<file path="src/rtl/xfr_pkg.sv">
package xfr_pkg;

    localparam int STORE_DEPTH_DEF = 64;

    localparam int BYTE_W = 8;
    localparam int RIDX_W = 6;
    localparam int FLEN_W = 7;
    localparam int STAT_W = 3;
    localparam int CFG_IDX_W = 1;

    localparam logic [BYTE_W-1:0] START_MARKER_RST = 8'd177;
    localparam logic [BYTE_W-1:0] CHECKSUM_SEED_RST = 8'd255;

    localparam logic [CFG_IDX_W-1:0] CFG_START_MARKER = 1'b0;
    localparam logic [CFG_IDX_W-1:0] CFG_CHECKSUM_SEED = 1'b1;

    localparam logic OP_RX = 1'b0;
    localparam logic OP_READ = 1'b1;

    typedef enum logic [STAT_W-1:0] {
        ST_IDLE     = 3'd0,
        ST_DISCARD  = 3'd1,
        ST_OVERFLOW = 3'd2,
        ST_GOOD     = 3'd3,
        ST_BAD      = 3'd4
    } t_status;

    typedef enum logic [2:0] {
        PH_HUNT  = 3'b001,
        PH_BODY  = 3'b010,
        PH_CHECK = 3'b100
    } t_phase;

    typedef struct packed {
        t_status            status;
        logic [FLEN_W-1:0]  frame_length;
        logic               rd_valid;
    } t_ctrl_res;

endpackage

</file>
<file path="src/rtl/xfr_in_if.sv">
interface xfr_in_if;
    logic       valid;
    logic       ready;
    logic       op;
    logic [7:0] rx_byte;
    logic [5:0] read_index;

    modport source (output valid, output op, output rx_byte, output read_index, input ready);
    modport sink (input valid, input op, input rx_byte, input read_index, output ready);
endinterface

</file>
<file path="src/rtl/xfr_out_if.sv">
interface xfr_out_if;
    logic       valid;
    logic       ready;
    logic [2:0] status;
    logic [6:0] frame_length;
    logic [7:0] read_data;

    modport source (output valid, output status, output frame_length, output read_data,
                    input ready);
    modport sink (input valid, input status, input frame_length, input read_data,
                  output ready);
endinterface

</file>
<file path="src/rtl/xfr_ram.sv">
module xfr_ram #(
    parameter int WIDTH = 8,
    parameter int DEPTH = 64
) (
    input  logic                     i_clk,
    input  logic                     i_we,
    input  logic [$clog2(DEPTH)-1:0] i_waddr,
    input  logic [WIDTH-1:0]         i_wdata,
    input  logic                     i_re,
    input  logic [$clog2(DEPTH)-1:0] i_raddr,
    output logic [WIDTH-1:0]         o_rdata
);

    logic [WIDTH-1:0] r_mem [DEPTH];
    logic [WIDTH-1:0] r_rdata;

    always_ff @(posedge i_clk) begin
        if (i_we) begin
            r_mem[i_waddr] <= i_wdata;
        end
        if (i_re) begin
            r_rdata <= r_mem[i_raddr];
        end
    end

    assign o_rdata = r_rdata;

endmodule

</file>
<file path="src/rtl/xfr_ctrl.sv">
module xfr_ctrl import xfr_pkg::*; #(
    parameter int STORE_DEPTH = STORE_DEPTH_DEF
) (
    input  logic                           i_clk,
    input  logic                           i_rst_n,
    input  logic                           i_cfg_we,
    input  logic [CFG_IDX_W-1:0]           i_cfg_index,
    input  logic [BYTE_W-1:0]              i_cfg_data,
    input  logic                           i_accept,
    input  logic                           i_op,
    input  logic [BYTE_W-1:0]              i_rx_byte,
    input  logic [RIDX_W-1:0]              i_read_index,
    output t_ctrl_res                      o_res,
    output logic                           o_ram_we,
    output logic [$clog2(STORE_DEPTH)-1:0] o_ram_waddr,
    output logic [BYTE_W-1:0]              o_ram_wdata,
    output logic [$clog2(STORE_DEPTH)-1:0] o_ram_raddr
);

    localparam int AW = $clog2(STORE_DEPTH);
    localparam int CW = $clog2(STORE_DEPTH + 1);

    logic [BYTE_W-1:0] r_start_marker;
    logic [BYTE_W-1:0] r_seed;
    t_phase            r_phase;
    t_phase            n_phase;
    logic [CW-1:0]     r_count;
    logic [CW-1:0]     n_count;
    logic [BYTE_W-1:0] r_xor;
    logic [BYTE_W-1:0] n_xor;
    logic [BYTE_W-1:0] r_len;
    logic [BYTE_W-1:0] n_len;
    logic [7:0]        w_ridx8;
    logic [7:0]        w_cnt8;
    logic [7:0]        w_len_cmp;

    assign w_ridx8 = 8'(i_read_index);
    assign w_cnt8 = 8'(r_count);
    assign w_len_cmp = (r_count == '0) ? i_rx_byte : r_len;

    assign o_ram_raddr = w_ridx8[AW-1:0];
    assign o_ram_waddr = r_count[AW-1:0];
    assign o_ram_wdata = i_rx_byte;

    always_comb begin
        n_phase = r_phase;
        n_count = r_count;
        n_xor = r_xor;
        n_len = r_len;
        o_ram_we = 1'b0;
        o_res.status = ST_IDLE;
        o_res.frame_length = '0;
        o_res.rd_valid = (i_op == OP_READ) && (w_ridx8 < 8'(STORE_DEPTH));
        if (i_accept && (i_op == OP_RX)) begin
            unique case (r_phase)
                PH_HUNT: begin
                    if (i_rx_byte == r_start_marker) begin
                        n_count = '0;
                        n_xor = r_seed;
                        n_phase = PH_BODY;
                    end else begin
                        o_res.status = ST_DISCARD;
                    end
                end
                PH_BODY: begin
                    if (r_count < CW'(STORE_DEPTH)) begin
                        o_ram_we = 1'b1;
                        if (r_count == '0) begin
                            n_len = i_rx_byte;
                        end else begin
                            n_xor = r_xor ^ i_rx_byte;
                        end
                        n_count = r_count + CW'(1);
                        if (8'(n_count) == w_len_cmp) begin
                            n_phase = PH_CHECK;
                        end
                    end else begin
                        o_res.status = ST_OVERFLOW;
                        n_phase = PH_HUNT;
                    end
                end
                PH_CHECK: begin
                    o_res.status = (i_rx_byte == r_xor) ? ST_GOOD : ST_BAD;
                    o_res.frame_length = w_cnt8[FLEN_W-1:0];
                    n_xor = '0;
                    n_phase = PH_HUNT;
                end
                default: begin
                    n_phase = PH_HUNT;
                end
            endcase
        end
    end

    always_ff @(posedge i_clk) begin
        if (!i_rst_n) begin
            r_start_marker <= START_MARKER_RST;
            r_seed <= CHECKSUM_SEED_RST;
            r_phase <= PH_HUNT;
            r_count <= '0;
            r_xor <= '0;
            r_len <= '0;
        end else begin
            if (i_cfg_we) begin
                unique case (i_cfg_index)
                    CFG_START_MARKER: r_start_marker <= i_cfg_data;
                    CFG_CHECKSUM_SEED: r_seed <= i_cfg_data;
                    default: begin
                    end
                endcase
            end
            r_phase <= n_phase;
            r_count <= n_count;
            r_xor <= n_xor;
            r_len <= n_len;
        end
    end

endmodule

</file>
<file path="src/rtl/xor_frame_receiver_unit.sv">
// Pipeline: an accepted transaction passes through two register stages, s1 and s2,
// and its result is held in s2 until the output is ready.
// Throughput: one transaction per cycle unless the output stalls; the frame store RAM
// takes one write and one read each cycle; control registers update at the accept edge.
// Reset: synchronous, active low; clears phase, count, XOR, length and the pipeline
// valid flags, and loads start_marker 177 and checksum_seed 255. The store is not cleared.
module xor_frame_receiver_unit import xfr_pkg::*; #(
    parameter int STORE_DEPTH = STORE_DEPTH_DEF
) (
    input  logic                 i_clk,
    input  logic                 i_rst_n,
    input  logic                 i_cfg_we,
    input  logic [CFG_IDX_W-1:0] i_cfg_index,
    input  logic [BYTE_W-1:0]    i_cfg_data,
    xfr_in_if.sink               i_in,
    xfr_out_if.source            o_out
);

    localparam int AW = $clog2(STORE_DEPTH);

    logic              w_accept;
    logic              w_s1_adv;
    logic              w_s2_load;
    t_ctrl_res         w_res;
    logic              w_ram_we;
    logic [AW-1:0]     w_ram_waddr;
    logic [BYTE_W-1:0] w_ram_wdata;
    logic [AW-1:0]     w_ram_raddr;
    logic [BYTE_W-1:0] w_ram_rdata;

    logic              r_s1_valid;
    t_ctrl_res         r_s1_res;
    logic              r_s2_valid;
    t_status           r_s2_status;
    logic [FLEN_W-1:0] r_s2_flen;
    logic [BYTE_W-1:0] r_s2_rdata;

    assign w_s2_load = r_s1_valid && (!r_s2_valid || o_out.ready);
    assign w_s1_adv = !r_s1_valid || w_s2_load;
    assign i_in.ready = w_s1_adv;
    assign w_accept = i_in.valid && w_s1_adv;

    xfr_ctrl #(
        .STORE_DEPTH(STORE_DEPTH)
    ) u_ctrl (
        .i_clk        (i_clk),
        .i_rst_n      (i_rst_n),
        .i_cfg_we     (i_cfg_we),
        .i_cfg_index  (i_cfg_index),
        .i_cfg_data   (i_cfg_data),
        .i_accept     (w_accept),
        .i_op         (i_in.op),
        .i_rx_byte    (i_in.rx_byte),
        .i_read_index (i_in.read_index),
        .o_res        (w_res),
        .o_ram_we     (w_ram_we),
        .o_ram_waddr  (w_ram_waddr),
        .o_ram_wdata  (w_ram_wdata),
        .o_ram_raddr  (w_ram_raddr)
    );

    xfr_ram #(
        .WIDTH(BYTE_W),
        .DEPTH(STORE_DEPTH)
    ) u_store (
        .i_clk   (i_clk),
        .i_we    (w_ram_we),
        .i_waddr (w_ram_waddr),
        .i_wdata (w_ram_wdata),
        .i_re    (w_accept),
        .i_raddr (w_ram_raddr),
        .o_rdata (w_ram_rdata)
    );

    always_ff @(posedge i_clk) begin
        if (!i_rst_n) begin
            r_s1_valid <= 1'b0;
            r_s2_valid <= 1'b0;
        end else begin
            if (w_s1_adv) begin
                r_s1_valid <= i_in.valid;
            end
            if (w_s2_load) begin
                r_s2_valid <= 1'b1;
            end else if (o_out.ready) begin
                r_s2_valid <= 1'b0;
            end
        end
    end

    always_ff @(posedge i_clk) begin
        if (w_accept) begin
            r_s1_res <= w_res;
        end
        if (w_s2_load) begin
            r_s2_status <= r_s1_res.status;
            r_s2_flen <= r_s1_res.frame_length;
            r_s2_rdata <= r_s1_res.rd_valid ? w_ram_rdata : '0;
        end
    end

    assign o_out.valid = r_s2_valid;
    assign o_out.status = r_s2_status;
    assign o_out.frame_length = r_s2_flen;
    assign o_out.read_data = r_s2_rdata;

endmodule
</file>
<file path="src/flat_wrapper.sv">
// flat-port wrapper written by rule: the top's interface ports become plain ports
module xor_frame_receiver_unit_flat import xfr_pkg::*;
#(
    parameter int STORE_DEPTH = STORE_DEPTH_DEF
)
  (i_clk, i_rst_n, i_cfg_we, i_cfg_index, i_cfg_data, i_in_valid, i_in_op, i_in_rx_byte, i_in_read_index, i_in_ready, o_out_valid, o_out_status, o_out_frame_length, o_out_read_data, o_out_ready);
  xfr_in_if i_in_i ();
  xfr_out_if o_out_i ();
  input  logic i_clk;
  input  logic i_rst_n;
  input  logic i_cfg_we;
  input  logic [CFG_IDX_W-1:0] i_cfg_index;
  input  logic [BYTE_W-1:0] i_cfg_data;
  input wire logic [$bits(i_in_i.valid)-1:0] i_in_valid;
  input wire logic [$bits(i_in_i.op)-1:0] i_in_op;
  input wire logic [$bits(i_in_i.rx_byte)-1:0] i_in_rx_byte;
  input wire logic [$bits(i_in_i.read_index)-1:0] i_in_read_index;
  output wire logic [$bits(i_in_i.ready)-1:0] i_in_ready;
  output wire logic [$bits(o_out_i.valid)-1:0] o_out_valid;
  output wire logic [$bits(o_out_i.status)-1:0] o_out_status;
  output wire logic [$bits(o_out_i.frame_length)-1:0] o_out_frame_length;
  output wire logic [$bits(o_out_i.read_data)-1:0] o_out_read_data;
  input wire logic [$bits(o_out_i.ready)-1:0] o_out_ready;
  assign i_in_i.valid = i_in_valid;
  assign i_in_i.op = i_in_op;
  assign i_in_i.rx_byte = i_in_rx_byte;
  assign i_in_i.read_index = i_in_read_index;
  assign i_in_ready = i_in_i.ready;
  assign o_out_valid = o_out_i.valid;
  assign o_out_status = o_out_i.status;
  assign o_out_frame_length = o_out_i.frame_length;
  assign o_out_read_data = o_out_i.read_data;
  assign o_out_i.ready = o_out_ready;
  xor_frame_receiver_unit #(.STORE_DEPTH(STORE_DEPTH)) u_core (.i_clk(i_clk), .i_rst_n(i_rst_n), .i_cfg_we(i_cfg_we), .i_cfg_index(i_cfg_index), .i_cfg_data(i_cfg_data), .i_in(i_in_i), .o_out(o_out_i));
endmodule
</file>
<file path="config.mk">
export PLATFORM = sky130hd
export DESIGN_NAME = xor_frame_receiver_unit_flat
export DESIGN_NICKNAME = d
export VERILOG_FILES = /design/src/rtl/xfr_pkg.sv /design/src/rtl/xfr_in_if.sv /design/src/rtl/xfr_out_if.sv /design/src/rtl/xfr_ram.sv /design/src/rtl/xfr_ctrl.sv /design/src/rtl/xor_frame_receiver_unit.sv /design/src/flat_wrapper.sv
export SDC_FILE = /design/constraint.sdc
export NUM_CORES = 1
export LEC_CHECK = 0
export ABC_CLOCK_PERIOD_IN_PS = 4000
export BUFFER_PORTS_ARGS = -buffer_cell sky130_fd_sc_hd__buf_2
export CORE_UTILIZATION = 56
export DETAILED_ROUTE_END_ITERATION = 6
export GPL_TIMING_DRIVEN = 1
export PLACE_DENSITY = 0.77
export SLEW_MARGIN = 40
export SYNTH_ARGS = -nofsm -noshare
export SYNTH_HDL_FRONTEND = slang
export SYNTH_HIERARCHICAL = 1
export SYNTH_SLANG_ARGS = --single-unit
</file>
<file path="constraint.sdc">
create_clock -name i_clk -period 4 [get_ports i_clk]
set_clock_uncertainty 0.2 [all_clocks]
set_input_delay 0.6 -clock i_clk [delete_from_list [all_inputs] [get_ports i_clk]]
set_output_delay 0.6 -clock i_clk [all_outputs]
set_load 0.02 [all_outputs]
</file>
# --- Word level (Yosys, flattened, before mapping) ---
# Memories as Yosys holds them, arrays and structs flattened. A register that Yosys moved wholly into a read port is not among the register bits.
# Index checks and enable logic that the tools add are counted.
op_classes:
  add_sub_neg: 1
  order_cmp: 2
  n_eq_ne: 10
  n_mux: 23
  bitwise: 3
  n_reduce_logical: 19
op_table:
  columns: ["cell", "n"]
  rows:
  - ["$mux 8", 4]
  - ["$pmux 8 s3", 1]
  - ["$eq 8x8->1", 2]
  - ["$mux 7", 2]
  - ["$pmux 7 s2", 1]
  - ["$mux 3", 4]
  - ["$pmux 3 s3", 1]
  - ["$eq 7x8->1", 1]
  - ["$mux 1", 8]
  - ["$xor 8x8->8", 1]
  - ["$add 7x1->7 const B", 1]
  - ["$logic_not 7->1", 1]
  - ["$lt 6x7->1 const B", 1]
  - ["$lt 7x7->1 const B", 1]
  - ["$ne 2x2->1 const B", 3]
  - ["$pmux 3 s2", 1]
  - ["$reduce_and 2->1", 3]
  - ["$reduce_and 3->1", 2]
  - ["$reduce_and 5->1", 1]
  - ["$logic_and 1x1->1", 4]
  - ["$reduce_and 4->1", 1]
  - ["$reduce_bool 2->1", 2]
  - ["$eq 3x1->1 const B", 1]
  - ["$eq 3x2->1 const B", 1]
  - ["7 further kinds", 10]
word_totals:
  reg_bits: 73
  ram_bits: 512
  word_cells: 73
  n_memories: 1
mem_list:
  columns: ["memory", "words", "width", "rd", "rd_clocked_by_memory_dff", "wr", "line", "text"]
  rows:
  - ["u_core.u_store.r_mem", 64, 8, 1, 1, 1, "xfr_ram.sv:14", "logic [WIDTH-1:0] r_mem [DEPTH];"]

# --- Depth between registers and ports, before layout ---
# Gate-level depths: netlist of run 1.
logic_depth:
  word_depth: 9
  mapped_depth: 12

# --- Cells and area by module ---
# The synthesis of run 1 kept the hierarchy.
by_module_without_submodules:
  columns: ["mod", "instances", "cells_each", "area_per_inst_um2", "seq_area_each_um2"]
  rows:
  - ["xfr_ram", 1, 940, 20246.9, 15615.0]
  - ["xfr_ctrl", 1, 325, 2641.3, 840.8]
  - ["xor_frame_receiver_unit", 1, 46, 1014.7, 910.9]

# --- Least setup slack after synthesis of run 1 ---
# Ideal clock, no wire load.
synth_timing:
  path_type: "in2reg"
  from: "input port o_out_ready"
  to: "memory u_core.u_store.r_mem[62][0], enable pin"
  t_arrival_ns: 3.586
  required_time_ns: 3.430
  path_slack_ns: -0.156
  cell_stages: 7
  n_path_buf: 0
  path_cell_list: "and2b_4 a21oi_1 nand2b_1 nor3_2 nor2b_1 nand3_1 nor2_1"
synth_via:
  elab_chain_len: 8
synth_lines:
  columns: ["item", "line", "text"]
  rows:
  - ["start, declared", "flat_wrapper.sv:23", "input wire logic [$bits(o_out_i.ready)-1:0] o_out_ready;"]
  - ["$logic_or 1x1->1", "xor_frame_receiver_unit.sv:38", "assign w_s2_load = r_s1_valid && (!r_s2_valid || o_out.ready);"]
  - ["$logic_and 1x1->1", "xor_frame_receiver_unit.sv:38", null]
  - ["$logic_or 1x1->1", "xor_frame_receiver_unit.sv:39", "assign w_s1_adv = !r_s1_valid || w_s2_load;"]
  - ["$logic_and 1x1->1", "xor_frame_receiver_unit.sv:41", "assign w_accept = i_in.valid && w_s1_adv;"]
  - ["net u_core.w_accept", "xor_frame_receiver_unit.sv:21", "logic w_accept;"]
  - ["$logic_and 1x1->1", "xfr_ctrl.sv:54", "if (i_accept && (i_op == OP_RX)) begin"]
  - ["$mux 1", "xfr_ctrl.sv:54", null]
  - ["net u_core.w_ram_we", "xor_frame_receiver_unit.sv:25", "logic w_ram_we;"]
  - ["$mux 1", "xfr_ram.sv:18", "if (i_we) begin"]
  - ["$mux 1 (not written as such)", "xfr_ram.sv:19", "r_mem[i_waddr] <= i_wdata;"]
  - ["end, declared", "xfr_ram.sv:14", null]
# The timed path passes the listed nets, and every way through them passes these cells.

# --- Final worst setup path of run 1 ---
layout_timing:
  from: "register u_core.u_ctrl.r_phase[1]"
  to: "memory u_core.u_store.r_mem[37][1], enable pin"
layout_via:
  elab_chain_len: 5
layout_lines:
  columns: ["item", "line", "text"]
  rows:
  - ["start, declared", "xfr_ctrl.sv:25", "t_phase r_phase;"]
  - ["start signal, assigned", "xfr_ctrl.sv:112", "r_phase <= n_phase;"]
  - ["$eq 3x2->1", "xfr_ctrl.sv:55", "unique case (r_phase)"]
  - ["$mux 1", "xfr_ctrl.sv:55", null]
  - ["$mux 1", "xfr_ctrl.sv:54", null]
  - ["net u_core.w_ram_we", "xor_frame_receiver_unit.sv:25", null]
  - ["$mux 1", "xfr_ram.sv:18", null]
  - ["$mux 1 (not written as such)", "xfr_ram.sv:19", null]
# The timed path passes the listed nets, and every way through them passes these cells.

==> results of run 1 <==
-- final timing paths --
check                                         from                                      endpoint  slack [ns]  depth (start not counted)
max          u_core/u_ctrl/r_phase[1]$_SDFFE_PN0P_         u_core/u_store/r_mem[37][1]$_DFFE_PP_        0.51                          6
min reg2reg           u_core/r_s1_res[3]$_DFFE_PP_        u_core/o_out.frame_length[2]$_DFFE_PP_        0.22                          0
max reg2reg  u_core/u_ctrl/r_phase[1]$_SDFFE_PN0P_         u_core/u_store/r_mem[37][1]$_DFFE_PP_        0.51                          6
min                                  i_cfg_data[5]  u_core/u_ctrl/r_start_marker[5]$_SDFFE_PN1P_        0.04                          3
-- placed cells by master, fill, tap and decap left out, types with 6 or more instances in the layout --
master / instances
edfxtp_1: 549
mux4_2: 126
nor2_1: 87
nand2_1: 75
clkbuf_16: 57
buf_2: 45
dfxtp_1: 44
buf_4: 42
nand3_1: 34
mux2i_1: 31
nor2b_1: 27
and2_1: 18
clkinv_2: 14
xor2_1: 13
mux2_2: 13
a22oi_1: 12
nand2b_1: 10
o21ai_0: 10
a21boi_0: 10
o211a_1: 9
xnor2_1: 9
nor3_1: 9
o221ai_1: 9
clkbuf_1: 8
a21oi_1: 8
o22ai_1: 8
clkinv_1: 7
bufinv_16: 7
o31ai_1: 7
a211oi_1: 7
and3_1: 7
dlygate4sd3_1: 6
nor4_1: 6
o21ai_1: 6
a221oi_1: 6
-- power groups by stage --
stage	registers [mW]	logic (mW)	clock network [mW]
5_1_grt	6.83	0.625	5.65
6_report	6.83	0.588	5.34
2_1_floorplan	6.96	0.390	0
4_1_cts	6.83	0.590	5.42
3_3_place_gp	6.96	0.570	0
3_5_place_dp	6.96	0.581	0
-- sequential cells by signal (all words and copies together) (netlist names), 3 cells and up --
register / flops
u_core/o_out.status: 3
u_core/u_store/o_rdata: 8
u_core/u_ctrl/r_phase: 3
u_core/u_ctrl/r_xor: 8
u_core/u_ctrl/r_start_marker: 8
u_core/u_store/r_mem: 512
u_core/o_out.frame_length: 7
u_core/u_ctrl/r_seed: 8
u_core/o_out.read_data: 8
u_core/u_ctrl/r_len: 8
u_core/r_s1_res: 11
u_core/u_ctrl/r_count: 7
-- through the flow --
stage	hold slack (ns)	area, sq um	util, %	total power, mW
floorplan	0.200	23900	-	7.35
global placement	0.209	24600	58.6	7.53
detailed placement	0.205	24600	58.6	7.54
CTS	0.00764	26600	63.2	12.8
global route	0.0296	26600	63.2	13.1
finish	0.0358	26600	63.2	12.8
-- per-layer routing --
layer | vias up | wire (um) | share of wire [%] | GRT usage, %
met5 | - | 0 | 0 | 0
met4 | 0 | 1590 | 3.1 | 8.29
met3 | 95 | 4110 | 8.0 | 4.21
met2 | 602 | 25100 | 49 | 38.4
met1 | 6559 | 20700 | 40 | 34.6
li1 | 5364 | - | - | -
-- logic make-up (layout without fill, tap and decap cells) --
family / after synthesis / in the layout / share of synthesized area (%)
flip-flops: 593 / 593 / 72.7
AND/OR/NAND/NOR: 303 / 303 / 6.21
multiplexers: 170 / 170 / 13.8
AO/OA/AOI/OAI: 124 / 124 / 3.89
buffers and inverters: 96 / 207 / 2.45
XOR/XNOR: 23 / 23 / 0.906
adder cells (fa/ha/maj): 2 / 2 / 0.105
-- area by class of cell --
cell class	count	area (sq um)	share of cell area, %
clock buffer	67	1480	5.59
clock inverter	37	379	1.43
inverter	6	22.5	0.0848
multi-input combinational	622	5970	22.5
sequential	593	17400	65.4
tap	539	674	2.54
timing repair buffer	97	674	2.54
-- worst reg2reg max path, delay by kind of cell, from the launching register on --
family | cells | cell delay, ns
DFF | 1 | 0.62
buffers and inverters | 1 | 0.21
and+or+nand+nor | 5 | 2.07
==> impl_metrics.json, run 1 <==
{
  "outcome": "finished clean",
  "pre_cts_slack_ns": 0.341,
  "dpl.hpwl_um": 30400,
  "drt-total-wl_um": 51500,
  "period_needed_ns": 3.49,
  "setup_slack_ns": 0.509,
  "critPathLaunchType": "register",
  "first_global_vias": 12500,
  "path_class": "reg -> reg",
  "power_density_nw_per_um2": 480,
  "vdd_ir_drop_max_mv": 0.323,
  "finalHoldViolations": 0,
  "io_pins": 49,
  "synth_cells": 1311,
  "synth_area_leaders": "edfxtp_1 69%, mux4_2 12%, dfxtp_1 3.7%",
  "ant_nets": 0,
  "start_util_pct": 56.9,
  "clock-root-buffer": "clkbuf_16",
  "stdcell_count": 1961,
  "finalSetupViolations": 0,
  "synth.most_common_cell": "edfxtp_1",
  "cts_tree": "yes",
  "final-max-slew-violation-count": 0,
  "clk_latency_ns": 0.62,
  "synth-seq-cells": 593,
  "cts_max_path_buffers": 3,
  "synth.top_cell.area_share_pct": 69.0,
  "power_frac_comb_pct": 4.6,
  "nNetsFinal": 1407,
  "grt_max_degree": 68,
  "num_rows": 75,
  "cts.htree.levels": 2,
  "crit_fanout": 14,
  "drc": 0,
  "dp_cells": 1851,
  "crit_buf_inv": 1,
  "path_clk_slew_ns": 0.06,
  "p_seq_share_pct": 53.5,
  "slew_headroom_pct": 43.0,
  "nFillCells": 2813,
  "core-area_sq_um": 42000,
  "cap_violations": 0,
  "swShare_pct": 20.6,
  "yosysTopAreaCell": "edfxtp_1",
  "drive_above_1_share_pct": 23.3,
  "dieArea_sq_um": 43500,
  "postCtsSetupRepairBufs": 0,
  "yosysSeqAreaShare_pct": 72.7,
  "place_congestion": 0.845,
  "async_reset_ff_share_pct": 0,
  "drtPass1Iterations": 5,
  "setup.worst_path.end_class": "register",
  "cp.required_ns": 4.03,
  "dr_total_vias": 12600,
  "antenna_found_initial": 1,
  "p_int_mw": 10.1,
  "crit_family": "simple AND/OR/NAND/NOR gates",
  "period_share_pct": 87.3,
  "overflow": 0,
  "avgViaCountPerCell": 6.44,
  "syn_nets": 1342,
  "p_leak_nw": 8.74,
  "fmax_mhz": 286,
  "grt_pass1_wl_um": 78300,
  "clock-sinks": 593,
  "yosys.cell_types.count": 66,
  "p_clk_share_pct": 41.9,
  "worstMarginPinSlew_ns": 0.855,
  "cp_slowest_cell": "nor2_1",
  "tns_ns": 0,
  "synth-main-ff-cell": "edfxtp_1",
  "p_sw_mw": 2.63,
  "path_cells": "nor2b_1 -> nand2_1 -> nor3_2 -> buf_4 -> nand3_1 -> nor2_1",
  "io_buffers": 48,
  "hold_buffers": 6,
  "grt_setup_unrepaired": "no",
  "yosys-top-cells-count": "549 x edfxtp_1, 126 x mux4_2, 89 x nor2_1, 75 x nand2_1, 44 x dfxtp_1",
  "cts_buffers": 56,
  "die_h_um": 209,
  "max_stage_delay_ns": 0.86,
  "syn_to_final_growth_pct": 11.1,
  "drtIter0Drc": 1357,
  "synth.cell_area_sq_um": 23900,
  "hold_class": "in -> reg",
  "avgSynthCellArea_sq_um": 18.2,
  "ys_warn_count": 6,
  "num_antenna_cells": 0,
  "cts_resized": 0,
  "wl_per_cell_um": 26.3,
  "grt_use_total_pct": 24.3,
  "cp.arrival_ns": 3.52,
  "die_w_um": 209,
  "synth_edf_count": 549
}
No activity file was read; power rests on OpenSTA's default activity.
==> run 2, diff against run 1 <==
CELL_PAD_IN_SITES_DETAIL_PLACEMENT = 0   (was unset)
CELL_PAD_IN_SITES_GLOBAL_PLACEMENT = 2   (was unset)
CORE_UTILIZATION = 44   (was 56)
PLACE_DENSITY = 0.78   (was 0.77)
==> impl_metrics.json, run 2 (same netlist as run 1, synthesis figures left out) <==
{
  "power_density_nw_per_um2": 477,
  "crit_fanout": 14,
  "num_rows": 85,
  "cts.htree.levels": 2,
  "drtPass1Iterations": 5,
  "grt_pass1_wl_um": 80900,
  "stdcell_count": 2176,
  "critPathLaunchType": "register",
  "crit_buf_inv": 1,
  "avgViaCountPerCell": 5.69,
  "min_from": "i_cfg_data[4]",
  "overflow": 0,
  "path_class": "reg -> reg",
  "cts_tree": "yes",
  "io_buffers": 48,
  "tns_ns": 0,
  "clk_latency_ns": 0.62,
  "crit_start": "u_core/u_ctrl/r_phase[1]$_SDFFE_PN0P_",
  "dp_cells": 2062,
  "p_leak_nw": 9.08,
  "power_mw": 13.0,
  "reg_top3": "u_core/u_store/r_mem x512, u_core/r_s1_res x11",
  "setup.worst_path.end_class": "register",
  "final-max-slew-violation-count": 0,
  "cts_max_path_buffers": 3,
  "period_needed_ns": 3.29,
  "io_pins": 49,
  "cts_buffers": 58,
  "largest_reg_flops": 512,
  "ant_nets": 0,
  "outcome": "finished clean",
  "grt_use_total_pct": 19.7,
  "dieArea_sq_um": 55300,
  "clock-root-buffer": "clkbuf_16",
  "grt_max_degree": 68,
  "first_global_vias": 12700,
  "wl_per_cell_um": 24.6,
  "drt-total-wl_um": 53600,
  "period_share_pct": 82.1,
  "top_register": "u_core/u_store/r_mem",
  "grt_setup_unrepaired": "no",
  "crit_family": "simple AND/OR/NAND/NOR gates",
  "path_clk_slew_ns": 0.06,
  "die_w_um": 235,
  "syn_to_final_growth_pct": 14.2,
  "clock-sinks": 593,
  "worstMarginPinSlew_ns": 0.811,
  "cp.required_ns": 4.04,
  "setup_slack_ns": 0.714,
  "cp_slowest_cell": "nor2_1",
  "finalHoldViolations": 0,
  "rr_startpoint": "u_core/u_ctrl/r_phase[1]$_SDFFE_PN0P_",
  "cap_violations": 0,
  "dpl.hpwl_um": 32900,
  "pre_cts_slack_ns": 0.611,
  "drive_above_1_share_pct": 26.3,
  "die_h_um": 235,
  "dr_total_vias": 12400,
  "cts_resized": 0,
  "nNetsFinal": 1463,
  "hold_class": "in -> reg",
  "fmax_mhz": 304,
  "finalSetupViolations": 0,
  "path_cells": "nor2b_1 -> nand2_1 -> nor3_2 -> buf_4 -> nand3_1 -> nor2_1",
  "cp.arrival_ns": 3.32,
  "drc": 0,
  "slew_headroom_pct": 44.5,
  "place_congestion": 0.773,
  "layout_common_cells": "549 x edfxtp_1, 126 x mux4_2, 95 x buf_4, 88 x nor2_1, 75 x nand2_1",
  "antenna_found_initial": 2,
  "max_stage_delay_ns": 0.75,
  "core-area_sq_um": 53700,
  "num_antenna_cells": 0,
  "postCtsSetupRepairBufs": 0,
  "start_util_pct": 44.5,
  "drtIter0Drc": 969,
  "vdd_ir_drop_max_mv": 0.265,
  "final_common_cell": "edfxtp_1"
}
==> run 2: changes by cell type in the layout (fill, tap and decap cells not counted), sizes merged <==
| cell | previous run | this run |
|---|---|---|
| clkinvlp | 3 | 2 |
| bufinv | 7 | 8 |
| clkbuf | 68 | 77 |
| clkinv | 24 | 19 |
| buf | 90 | 144 |
==> run 2: per-layer routing <==
layer	global-route usage, %	part of all wire [%]
met1	27.1	42
met2	32.8	50
met3	3.05	5.4
met4	5.72	2.1
met5	0	0.043
==> run 2: path summary, 6_finish.rpt <==
kind | endpoint | slack (ns) | cells past startpoint
min reg2reg | u_core/o_out.frame_length[4]$_DFFE_PP_ | 0.22 | 0
min | u_core/u_ctrl/r_start_marker[4]$_SDFFE_PN1P_ | 0.04 | 3
max reg2reg | u_core/u_store/r_mem[61][6]$_DFFE_PP_ | 0.71 | 6
max | u_core/u_store/r_mem[61][6]$_DFFE_PP_ | 0.71 | 6
==> run 2: cell type report <==
type	instances	area (sq um)
clock buffers	76	1580
clock inverters	32	387
fillers	4286	26400
inverters	6	22.5
multi-input cells	622	5960
flip-flops and latches	593	17400
well taps	696	871
repair buffers	151	1110
==> run 2: tightest hold or removal path: stages <==
cell and delay (ns):
buf_2 0.10, nand2_1 0.05, nand3_1 0.07
==> run 2: timing repair <==
action                                  in CTS  in global routing
endpoints found under the setup margin       0                  0
hold buffers                                 6                  0
endpoints found under the hold margin        7                  0
==> run 2: report_power, final <==
part	total [mW]	switching, mW	leakage [nW]	internal (mW)
combinational	0.591	0.358	2.80	0.232
clock	5.59	2.29	0.969	3.30
sequential	6.83	0.0212	5.32	6.81
total	13.0	2.67	9.08	10.3
==> run 2: per-stage QoR <==
stage | hold WS [ns] | instance area (sq um) | utilization [%]
2_1_floorplan | 0.200 | 23900 | -
3_3_place_gp | 0.206 | 25300 | 47.0
3_5_place_dp | 0.206 | 25300 | 47.0
4_1_cts | 0.00413 | 27300 | 50.8
5_1_grt | 0.0360 | 27300 | 50.8
6_report | 0.0432 | 27300 | 50.8
